$ cat src/rtl/surplus_heater_hysteresis_control_top_assert.svh
// ----------------------------------------------------------------------------
// surplus heater control assertion macros
// Concurrent checks sampled on clk, optionally gated off during rst.
// ----------------------------------------------------------------------------
`ifndef SURPLUS_HEATER_HYSTERESIS_CONTROL_TOP_ASSERT_SVH
`define SURPLUS_HEATER_HYSTERESIS_CONTROL_TOP_ASSERT_SVH

`ifndef SYNTHESIS

// property checked at every edge outside reset
`define SHHC_ASSERT(label, prop, msg) \
  label: assert property (@(posedge clk) disable iff (rst) (prop)) else $error(msg);

// property checked at every edge, reset included
`define SHHC_ASSERT_ALWAYS(label, prop, msg) \
  label: assert property (@(posedge clk) (prop)) else $error(msg);

`else

`define SHHC_ASSERT(label, prop, msg)

`define SHHC_ASSERT_ALWAYS(label, prop, msg)

`endif

`endif

$ cat src/rtl/shhc_pkg.sv
// ----------------------------------------------------------------------------
// shhc_pkg
// Types and constants of the surplus heater hysteresis controller.
// ----------------------------------------------------------------------------
package shhc_pkg;

  localparam int unsigned CfgIndexWidth = 3;
  localparam int unsigned CfgDataWidth  = 16;

  // configuration register indexes
  localparam logic [CfgIndexWidth-1:0] REG_HEAT_LIMIT    = 3'd0;
  localparam logic [CfgIndexWidth-1:0] REG_ON_THRESHOLD  = 3'd1;
  localparam logic [CfgIndexWidth-1:0] REG_OFF_THRESHOLD = 3'd2;
  localparam logic [CfgIndexWidth-1:0] REG_ON_DELAY      = 3'd3;
  localparam logic [CfgIndexWidth-1:0] REG_OFF_DELAY     = 3'd4;
  localparam logic [CfgIndexWidth-1:0] REG_STALE_LIMIT   = 3'd5;
  localparam logic [CfgIndexWidth-1:0] REG_OUTPUT_ENABLE = 3'd6;

  // register reset values
  localparam logic        [10:0] HEAT_LIMIT_RESET    = 11'd700;
  localparam logic signed [15:0] ON_THRESHOLD_RESET  = -16'sd1200;
  localparam logic signed [15:0] OFF_THRESHOLD_RESET = -16'sd100;
  localparam logic        [15:0] ON_DELAY_RESET      = 16'd30;
  localparam logic        [15:0] OFF_DELAY_RESET     = 16'd60;
  localparam logic        [15:0] STALE_LIMIT_RESET   = 16'd300;
  localparam logic               OUTPUT_ENABLE_RESET = 1'b1;

  typedef struct packed {
    logic signed [15:0] power_w;
    logic signed [11:0] tank_reading;
    logic        [31:0] temp_seen_at;
    logic        [31:0] now_sec;
  } in_item_t;

  typedef struct packed {
    logic heater_on;
    logic reading_old;
    logic over_cap;
  } out_item_t;

endpackage

$ cat src/rtl/surplus_heater_hysteresis_control_top.sv
// ----------------------------------------------------------------------------
// surplus_heater_hysteresis_control_top
// Hysteresis and delay based on/off control of a surplus-power tank heater.
// ----------------------------------------------------------------------------
// One poll sample goes in per transaction and one status result comes out.
// The block takes one sample every clock cycle while the output side does not
// stall; a result passes through the input register and then the result
// register, and is held there while the output side stalls. The sustained rate
// of one sample per cycle is set by the heater and timer registers, whose
// update for a sample is one pass of compares and 33-bit time differences.
// Configuration writes are always ready and should be issued only while no
// sample is in flight.
`include "surplus_heater_hysteresis_control_top_assert.svh"

module surplus_heater_hysteresis_control_top (
  input  logic                                    clk,
  input  logic                                    rst,
  input  logic                                    in_valid,
  output logic                                    in_stall,
  input  shhc_pkg::in_item_t                      in_data,
  output logic                                    out_valid,
  input  logic                                    out_stall,
  output shhc_pkg::out_item_t                     out_data,
  input  logic                                    cfg_valid,
  output logic                                    cfg_ready,
  input  logic [shhc_pkg::CfgIndexWidth-1:0]      cfg_index,
  input  logic [shhc_pkg::CfgDataWidth-1:0]       cfg_data
);
  import shhc_pkg::*;

  // configuration
  logic        [10:0] heat_limit;
  logic signed [15:0] on_threshold;
  logic signed [15:0] off_threshold;
  logic        [15:0] on_delay;
  logic        [15:0] off_delay;
  logic        [15:0] stale_limit;
  logic               output_enable;

  // control state
  logic        heater_state, heater_state_next;
  logic        on_timing, on_timing_next;
  logic        off_timing, off_timing_next;
  logic [31:0] on_timer_start, on_timer_start_next;
  logic [31:0] off_timer_start, off_timer_start_next;

  // input register
  logic     s1_valid;
  in_item_t s1_item;
  logic     s1_advance;
  logic     s1_fire;

  // datapath
  logic signed [32:0] age;
  logic signed [32:0] on_elapsed;
  logic signed [32:0] off_elapsed;
  logic [31:0]        on_start_eff;
  logic [31:0]        off_start_eff;
  logic               stale;
  logic               over;
  out_item_t          result;

  assign cfg_ready = 1'b1;

  always_ff @(posedge clk) begin
    if (rst) begin
      heat_limit    <= HEAT_LIMIT_RESET;
      on_threshold  <= ON_THRESHOLD_RESET;
      off_threshold <= OFF_THRESHOLD_RESET;
      on_delay      <= ON_DELAY_RESET;
      off_delay     <= OFF_DELAY_RESET;
      stale_limit   <= STALE_LIMIT_RESET;
      output_enable <= OUTPUT_ENABLE_RESET;
    end else if (cfg_valid && cfg_ready) begin
      unique case (cfg_index)
        REG_HEAT_LIMIT:    heat_limit    <= cfg_data[10:0];
        REG_ON_THRESHOLD:  on_threshold  <= $signed(cfg_data);
        REG_OFF_THRESHOLD: off_threshold <= $signed(cfg_data);
        REG_ON_DELAY:      on_delay      <= cfg_data;
        REG_OFF_DELAY:     off_delay     <= cfg_data;
        REG_STALE_LIMIT:   stale_limit   <= cfg_data;
        REG_OUTPUT_ENABLE: output_enable <= cfg_data[0];
        default: ;
      endcase
    end
  end

  // handshake: stage 1 moves on when the result register is free or draining
  assign s1_advance = !out_valid || !out_stall;
  assign s1_fire    = s1_valid && s1_advance;
  assign in_stall   = s1_valid && !s1_advance;

  always_ff @(posedge clk) begin
    if (rst) begin
      s1_valid <= 1'b0;
    end else if (!in_stall) begin
      s1_valid <= in_valid;
    end
  end

  always_ff @(posedge clk) begin
    if (!in_stall && in_valid) begin
      s1_item <= in_data;
    end
  end

  // time differences are exact signed 33-bit values
  assign on_start_eff  = on_timing  ? on_timer_start  : s1_item.now_sec;
  assign off_start_eff = off_timing ? off_timer_start : s1_item.now_sec;
  assign age         = $signed({1'b0, s1_item.now_sec}) - $signed({1'b0, s1_item.temp_seen_at});
  assign on_elapsed  = $signed({1'b0, s1_item.now_sec}) - $signed({1'b0, on_start_eff});
  assign off_elapsed = $signed({1'b0, s1_item.now_sec}) - $signed({1'b0, off_start_eff});

  assign stale = (s1_item.temp_seen_at == 32'd0) ||
                 (age >= $signed({17'd0, stale_limit}));
  assign over  = !stale && (s1_item.tank_reading >= $signed({1'b0, heat_limit}));

  always_comb begin
    heater_state_next    = heater_state;
    on_timing_next       = on_timing;
    on_timer_start_next  = on_timer_start;
    off_timing_next      = off_timing;
    off_timer_start_next = off_timer_start;
    if (stale || over) begin
      if (output_enable) begin
        heater_state_next = 1'b0;
      end
      on_timing_next       = 1'b0;
      on_timer_start_next  = 32'd0;
      off_timing_next      = 1'b0;
      off_timer_start_next = 32'd0;
    end else if (!heater_state) begin
      if (output_enable) begin
        if (s1_item.power_w < on_threshold) begin
          on_timing_next      = 1'b1;
          on_timer_start_next = on_start_eff;
          if (on_elapsed >= $signed({17'd0, on_delay})) begin
            heater_state_next    = 1'b1;
            on_timing_next       = 1'b0;
            on_timer_start_next  = 32'd0;
            off_timing_next      = 1'b0;
            off_timer_start_next = 32'd0;
          end
        end else begin
          on_timing_next      = 1'b0;
          on_timer_start_next = 32'd0;
        end
      end
    end else begin
      if (s1_item.power_w > off_threshold) begin
        off_timing_next      = 1'b1;
        off_timer_start_next = off_start_eff;
        if (off_elapsed >= $signed({17'd0, off_delay})) begin
          // with the output disabled the request is dropped, timers still clear
          if (output_enable) begin
            heater_state_next = 1'b0;
          end
          on_timing_next       = 1'b0;
          on_timer_start_next  = 32'd0;
          off_timing_next      = 1'b0;
          off_timer_start_next = 32'd0;
        end
      end else begin
        off_timing_next      = 1'b0;
        off_timer_start_next = 32'd0;
      end
    end
  end

  always_comb begin
    result.heater_on   = heater_state_next;
    result.reading_old = stale;
    result.over_cap    = over;
  end

  always_ff @(posedge clk) begin
    if (rst) begin
      heater_state    <= 1'b0;
      on_timing       <= 1'b0;
      on_timer_start  <= 32'd0;
      off_timing      <= 1'b0;
      off_timer_start <= 32'd0;
    end else if (s1_fire) begin
      heater_state    <= heater_state_next;
      on_timing       <= on_timing_next;
      on_timer_start  <= on_timer_start_next;
      off_timing      <= off_timing_next;
      off_timer_start <= off_timer_start_next;
    end
  end

  // result register
  always_ff @(posedge clk) begin
    if (rst) begin
      out_valid <= 1'b0;
    end else if (s1_advance) begin
      out_valid <= s1_valid;
    end
  end

  always_ff @(posedge clk) begin
    if (s1_fire) begin
      out_data <= result;
    end
  end

  // a stale reading never reports an over-temperature
  `SHHC_ASSERT(a_stale_not_over,
    out_valid |-> !(out_data.reading_old && out_data.over_cap),
    "stale result flagged over cap")
  // turn-on timing only runs with the heater off, turn-off timing only with it on
  `SHHC_ASSERT(a_timer_matches_heater,
    !(on_timing && heater_state) && !(off_timing && !heater_state),
    "timer running in wrong heater state")
  // the heater only switches on from a processed sample with the output enabled
  `SHHC_ASSERT(a_heater_on_cause,
    $rose(heater_state) |-> $past(s1_fire && output_enable),
    "heater switched on without an enabled sample")
  // the controller state moves only when a sample passes to the result register
  `SHHC_ASSERT(a_state_hold,
    !$past(s1_fire) |-> $stable(heater_state) && $stable(on_timing) && $stable(off_timing),
    "control state changed without a sample")

endmodule

$ cat config.mk
export PLATFORM = sky130hd
export DESIGN_NAME = surplus_heater_hysteresis_control_top
export DESIGN_NICKNAME = d
export VERILOG_FILES = /design/src/rtl/shhc_pkg.sv /design/src/rtl/surplus_heater_hysteresis_control_top.sv
export VERILOG_INCLUDE_DIRS = /design/src /design/src/rtl
export SDC_FILE = /design/constraint.sdc
export NUM_CORES = 1
export LEC_CHECK = 0
export BUFFER_PORTS_ARGS = -buffer_cell sky130_fd_sc_hd__buf_2
export CAP_MARGIN = 10
export CORE_MARGIN = 8
export CORE_UTILIZATION = 45
export CTS_CLUSTER_SIZE = 30
export DETAILED_ROUTE_END_ITERATION = 7
export GPL_TIMING_DRIVEN = 0
export SYNTH_ARGS = -nofsm -noshare
export SYNTH_HDL_FRONTEND = slang
export SYNTH_SLANG_ARGS = --single-unit
$ cat constraint.sdc
create_clock -name clk -period 8.4 [get_ports clk]
set_input_delay 0.42 -clock clk [delete_from_list [all_inputs] [get_ports clk]]
set_output_delay 0.42 -clock clk [all_outputs]
set_load 0.03 [all_outputs]
==> results by stage <==
Timing:
- Headroom to the max-slew limit came out at 8.96%.
- After layout, the minimum clock period comes to 7.79 ns.
- The actual slew at the worst max-slew pin is 1.35 ns.
- The number of failing setup endpoints in the final timing report is 0.
- Between clock sinks in the finished design, the worst skew comes to 0.0187 ns.
- The number of endpoints with negative hold slack in the final report is 0.
- The number of slew-limit violations in the final report is 0.
- After layout, the worst path uses 92.8% of the clock period.
- Setup repair after global routing left no endpoint under its margin.
- The fmax is 128 MHz.
- Summed over all failing endpoints, the final setup total negative slack is 0 ns.

Power:
- The power density over cell area is 171 mW/mm2.
- Summed over all cells, the static leakage comes to 8.49 nW.
- Overall power consumption after layout is estimated at 3.57 mW.
- Across the VDD grid, the largest voltage drop is 166 uV.

GRT:
- The number of global-route vias before repair is 16300.
- The maximum number of pins on one net before global-route repair is 36.
- The overall routing resource usage is 23.0%.
- The first global-routing pass estimated 87.3 mm of wire.
- The total overflow left after global routing is 0.
- The number of antenna violations at the first check in global routing came to 0.

Clocking:
- The count of clock tree sinks is 256.
- TritonCTS built the clock tree.
- After clock tree synthesis, the setup repair step added 0 buffers.
- The level count of the clock H-tree is 1.
- The deepest clock path buffer count is 3.
- The CTS buffer count is 31.
- The source-to-sink clock delay at the later pin of the worst-skew pair is 0.58 ns.
- The root buffer cell is sky130_fd_sc_hd__clkbuf_16.
- After clock tree synthesis, the clock-pin slew on the worst setup and hold paths is 0.06 ns.

Critical path:
- In this run the worst path has a maximum fanout of 10.
- The setup check on the worst reg-to-reg path leaves a slack of 0.61 ns.
- The type of the setup path with the least slack is reg2reg.
- The kind of end point of the critical path is a flip-flop.
- The data required time of the worst path is 8.87 ns.
- The sort of element at the start of the critical path is a flip-flop.
- The signal arrival time at the worst endpoint is 8.26 ns.

Logic synthesis:
- The cell area after synthesis is 0.0181 mm2.
- Synthesis produced 2087 cells.
- The primary flip-flop cell chosen by synthesis mapping is sky130_fd_sc_hd__dfxtp_1.
- The async set-reset flop share out of synthesis is 0%.
- sky130_fd_sc_hd__nand2_1 is the most common cell in the netlist.
- In this run the biggest area consumer among cell types represents 17.8% of the synthesized area.
- The portion of the post-synthesis area used by sequential elements is 33.6%.
- A synthesized cell averages 8.66 um2.
- In the synthesized netlist, the cells that appear most often are sky130_fd_sc_hd__nand2_1, sky130_fd_sc_hd__ha_1, sky130_fd_sc_hd__inv_1.
- The count of flip-flops with a built-in enable after synthesis is 95.
- Synthesis produced a netlist with a net count of 2392.
- sky130_fd_sc_hd__dfxtp_1 takes more of the synthesized area than any other cell.
- Yosys mapped the design onto 83 distinct sky130hd cell types.
- Ranked by total cell area, the synthesized netlist is headed by sky130_fd_sc_hd__dfxtp_1, sky130_fd_sc_hd__edfxtp_1, sky130_fd_sc_hd__ha_1, sky130_fd_sc_hd__nand2_1, sky130_fd_sc_hd__a21oi_1.
- The register bit total from synthesis is 256.
- The Yosys warning count is 0.

Min path:
- The class of the worst hold path is in2reg.

Status:
- The flow ran to the end, and the final reports show no timing, DRC or antenna violations.

Route:
- The detailed-route via count is 16400.
- The post-route antenna net violation count is 0.
- The wire length per cell after detailed routing is 19.6 um.
- Wires add up to 55.7 mm.
- For this run, the detailed router's first-pass iteration total came to 6.
- In this run, the number of DRC markers left after iteration 0 of detailed routing was 1138.
- After detailed routing, the number of remaining DRC violations is 0.
- Dividing the detail-routed via count by the number of cells gives 5.78.

Job:
- Max-cap violations in this run came to 0.

Floorplanning:
- The height of the die is 216 um.
- From left edge to right edge, the die measures 216 um.
- The count of pins on the block boundary is 122.
- The placeable core region is 0.0397 mm2.
- The initialized floorplan defines 73 standard-cell rows.
- The die outline area is 0.0468 mm2.
- The initial standard-cell utilization of the core is 45.5%.

Placement:
- The congestion estimate from routability-driven global placement came to 0.946.
- The half-perimeter wire length of the detailed placement result is 44.2 mm.
- The number of placed instances, taps included, is 2734.
- Port buffering added 120 buffers.

Cells and area:
- Once layout is complete, the utilization of the core stands at 52.6%.
- The final layout net count is 2602.
- The number of antenna diodes is 0.
- The post-route non-filler standard cell count is 2845.
- The fraction of layout cells with a size suffix above 1 is 9.91%.
- Compared with the post-synthesis result, the final layout area differs by 15.6%.
-- area by class of cell --
type                       count  area (um2)
multi-input combinational   1548       10900
fill                        3774       18800
sequential                   256        6080
inverter                     186         698
tap                          525         657
timing repair buffer         177        1190
clock inverter                15         109
buffer                        97         439
clock buffer                  41         853
-- cells by family after synthesis --
| group | synth area share (%) |
|---|---|
| AOI/OAI and AO/OA | 22.8 |
| xor gates and xnor gates | 2.81 |
| adders and majority gates | 13.2 |
| buffers and inverters | 6.29 |
| DFF | 33.6 |
| muxes | 4.06 |
| other | 0.0208 |
| and+or+nand+nor | 17.2 |
-- cells in the final DEF (no fill, tap or decap), drive strengths merged, types with 23 or more instances in the layout --
cell type	instances
nor3	29
o21ai	78
o21a	24
a21o	39
buf	149
nand3	67
o32ai	35
dlygate4sd3	55
nand2	263
edfxtp	95
nand4	25
o2111ai	26
inv	186
dfxtp	161
ha	186
o211ai	61
xor2	23
xnor2	35
clkbuf	111
nor2	113
and3	27
a21oi	165
mux2i	71
-- worst paths after layout --
check,startpoint,to,cells past startpoint
max,on_timing$_SDFFE_PP0P_,off_timer_start[24]$_SDFFE_PP0P_,25
min,in_data[26],s1_item[26]$_DFFE_PP_,1
max reg2reg,on_timing$_SDFFE_PP0P_,off_timer_start[24]$_SDFFE_PP0P_,25
min reg2reg,off_delay[7]$_SDFFE_PP0P_,off_delay[7]$_SDFFE_PP0P_,2
-- critical path: stages (launching register included) --
cell,delay (ns)
sky130_fd_sc_hd__dfxtp_1,0.30
sky130_fd_sc_hd__clkbuf_1,0.43
sky130_fd_sc_hd__clkbuf_2,0.50
sky130_fd_sc_hd__mux2i_1,0.48
sky130_fd_sc_hd__inv_1,0.12
sky130_fd_sc_hd__fa_1,0.43
sky130_fd_sc_hd__nand2b_1,0.18
sky130_fd_sc_hd__a21o_1,0.20
sky130_fd_sc_hd__nand2_1,0.10
sky130_fd_sc_hd__nand3_1,0.08
sky130_fd_sc_hd__and2_1,0.19
sky130_fd_sc_hd__o21bai_1,0.13
sky130_fd_sc_hd__a21oi_1,0.09
sky130_fd_sc_hd__xnor2_1,0.21
sky130_fd_sc_hd__ha_1,0.29
sky130_fd_sc_hd__a211oi_1,0.23
sky130_fd_sc_hd__nor2_1,0.07
sky130_fd_sc_hd__a2111oi_1,0.80
sky130_fd_sc_hd__o32ai_1,0.18
sky130_fd_sc_hd__nor3_1,0.18
sky130_fd_sc_hd__o2111ai_1,0.17
sky130_fd_sc_hd__or4_1,0.57
sky130_fd_sc_hd__o31ai_2,0.73
sky130_fd_sc_hd__nor4_1,0.34
sky130_fd_sc_hd__clkbuf_1,0.36
sky130_fd_sc_hd__o32ai_1,0.31
-- through the flow --
stage	hold slack, ns	setup WS [ns]	instance area [um2]
floorplan	0.436	2.59	18100
global placement	0.446	0.122	19300
detailed placement	0.446	0.133	19400
CTS	0.000103	0.103	20900
global route	0.0107	0.227	20900
finish	0.0218	0.606	20900
-- where the power goes --
part / total (mW) / internal [mW] / switching (mW) / leakage [nW]
Combinational: 0.924 / 0.362 / 0.562 / 5.79
Clock: 1.27 / 0.738 / 0.528 / 0.466
Sequential: 1.38 / 1.33 / 0.0446 / 2.23
-- per-layer routing --
layer	GRT usage, %	wire length [um]	vias to the layer above
met2	38.3	25600	431
li1	-	-	8116
met4	6.58	1660	0
met5	0	0	-
met1	30.9	25500	7798
met3	3.04	2990	85
-- repair_timing --
item	4_1_cts	5_1_grt
hold buffers	55	0
setup endpoints to repair	0	39
endpoints found under the hold margin	55	0
resized for setup	0	4
-- flip-flops by register name, indices dropped and copies added (netlist names) --
signal / flops
off_delay: 16
heater_state: 1
off_timer_start: 32
on_threshold: 16
stale_limit: 16
heat_limit: 11
on_delay: 16
out_data: 3
on_timer_start: 32
s1_valid: 1
on_timing: 1
out_valid: 1
off_threshold: 16
off_timing: 1
s1_item: 92
output_enable: 1
(Power assumes the default switching activity.)
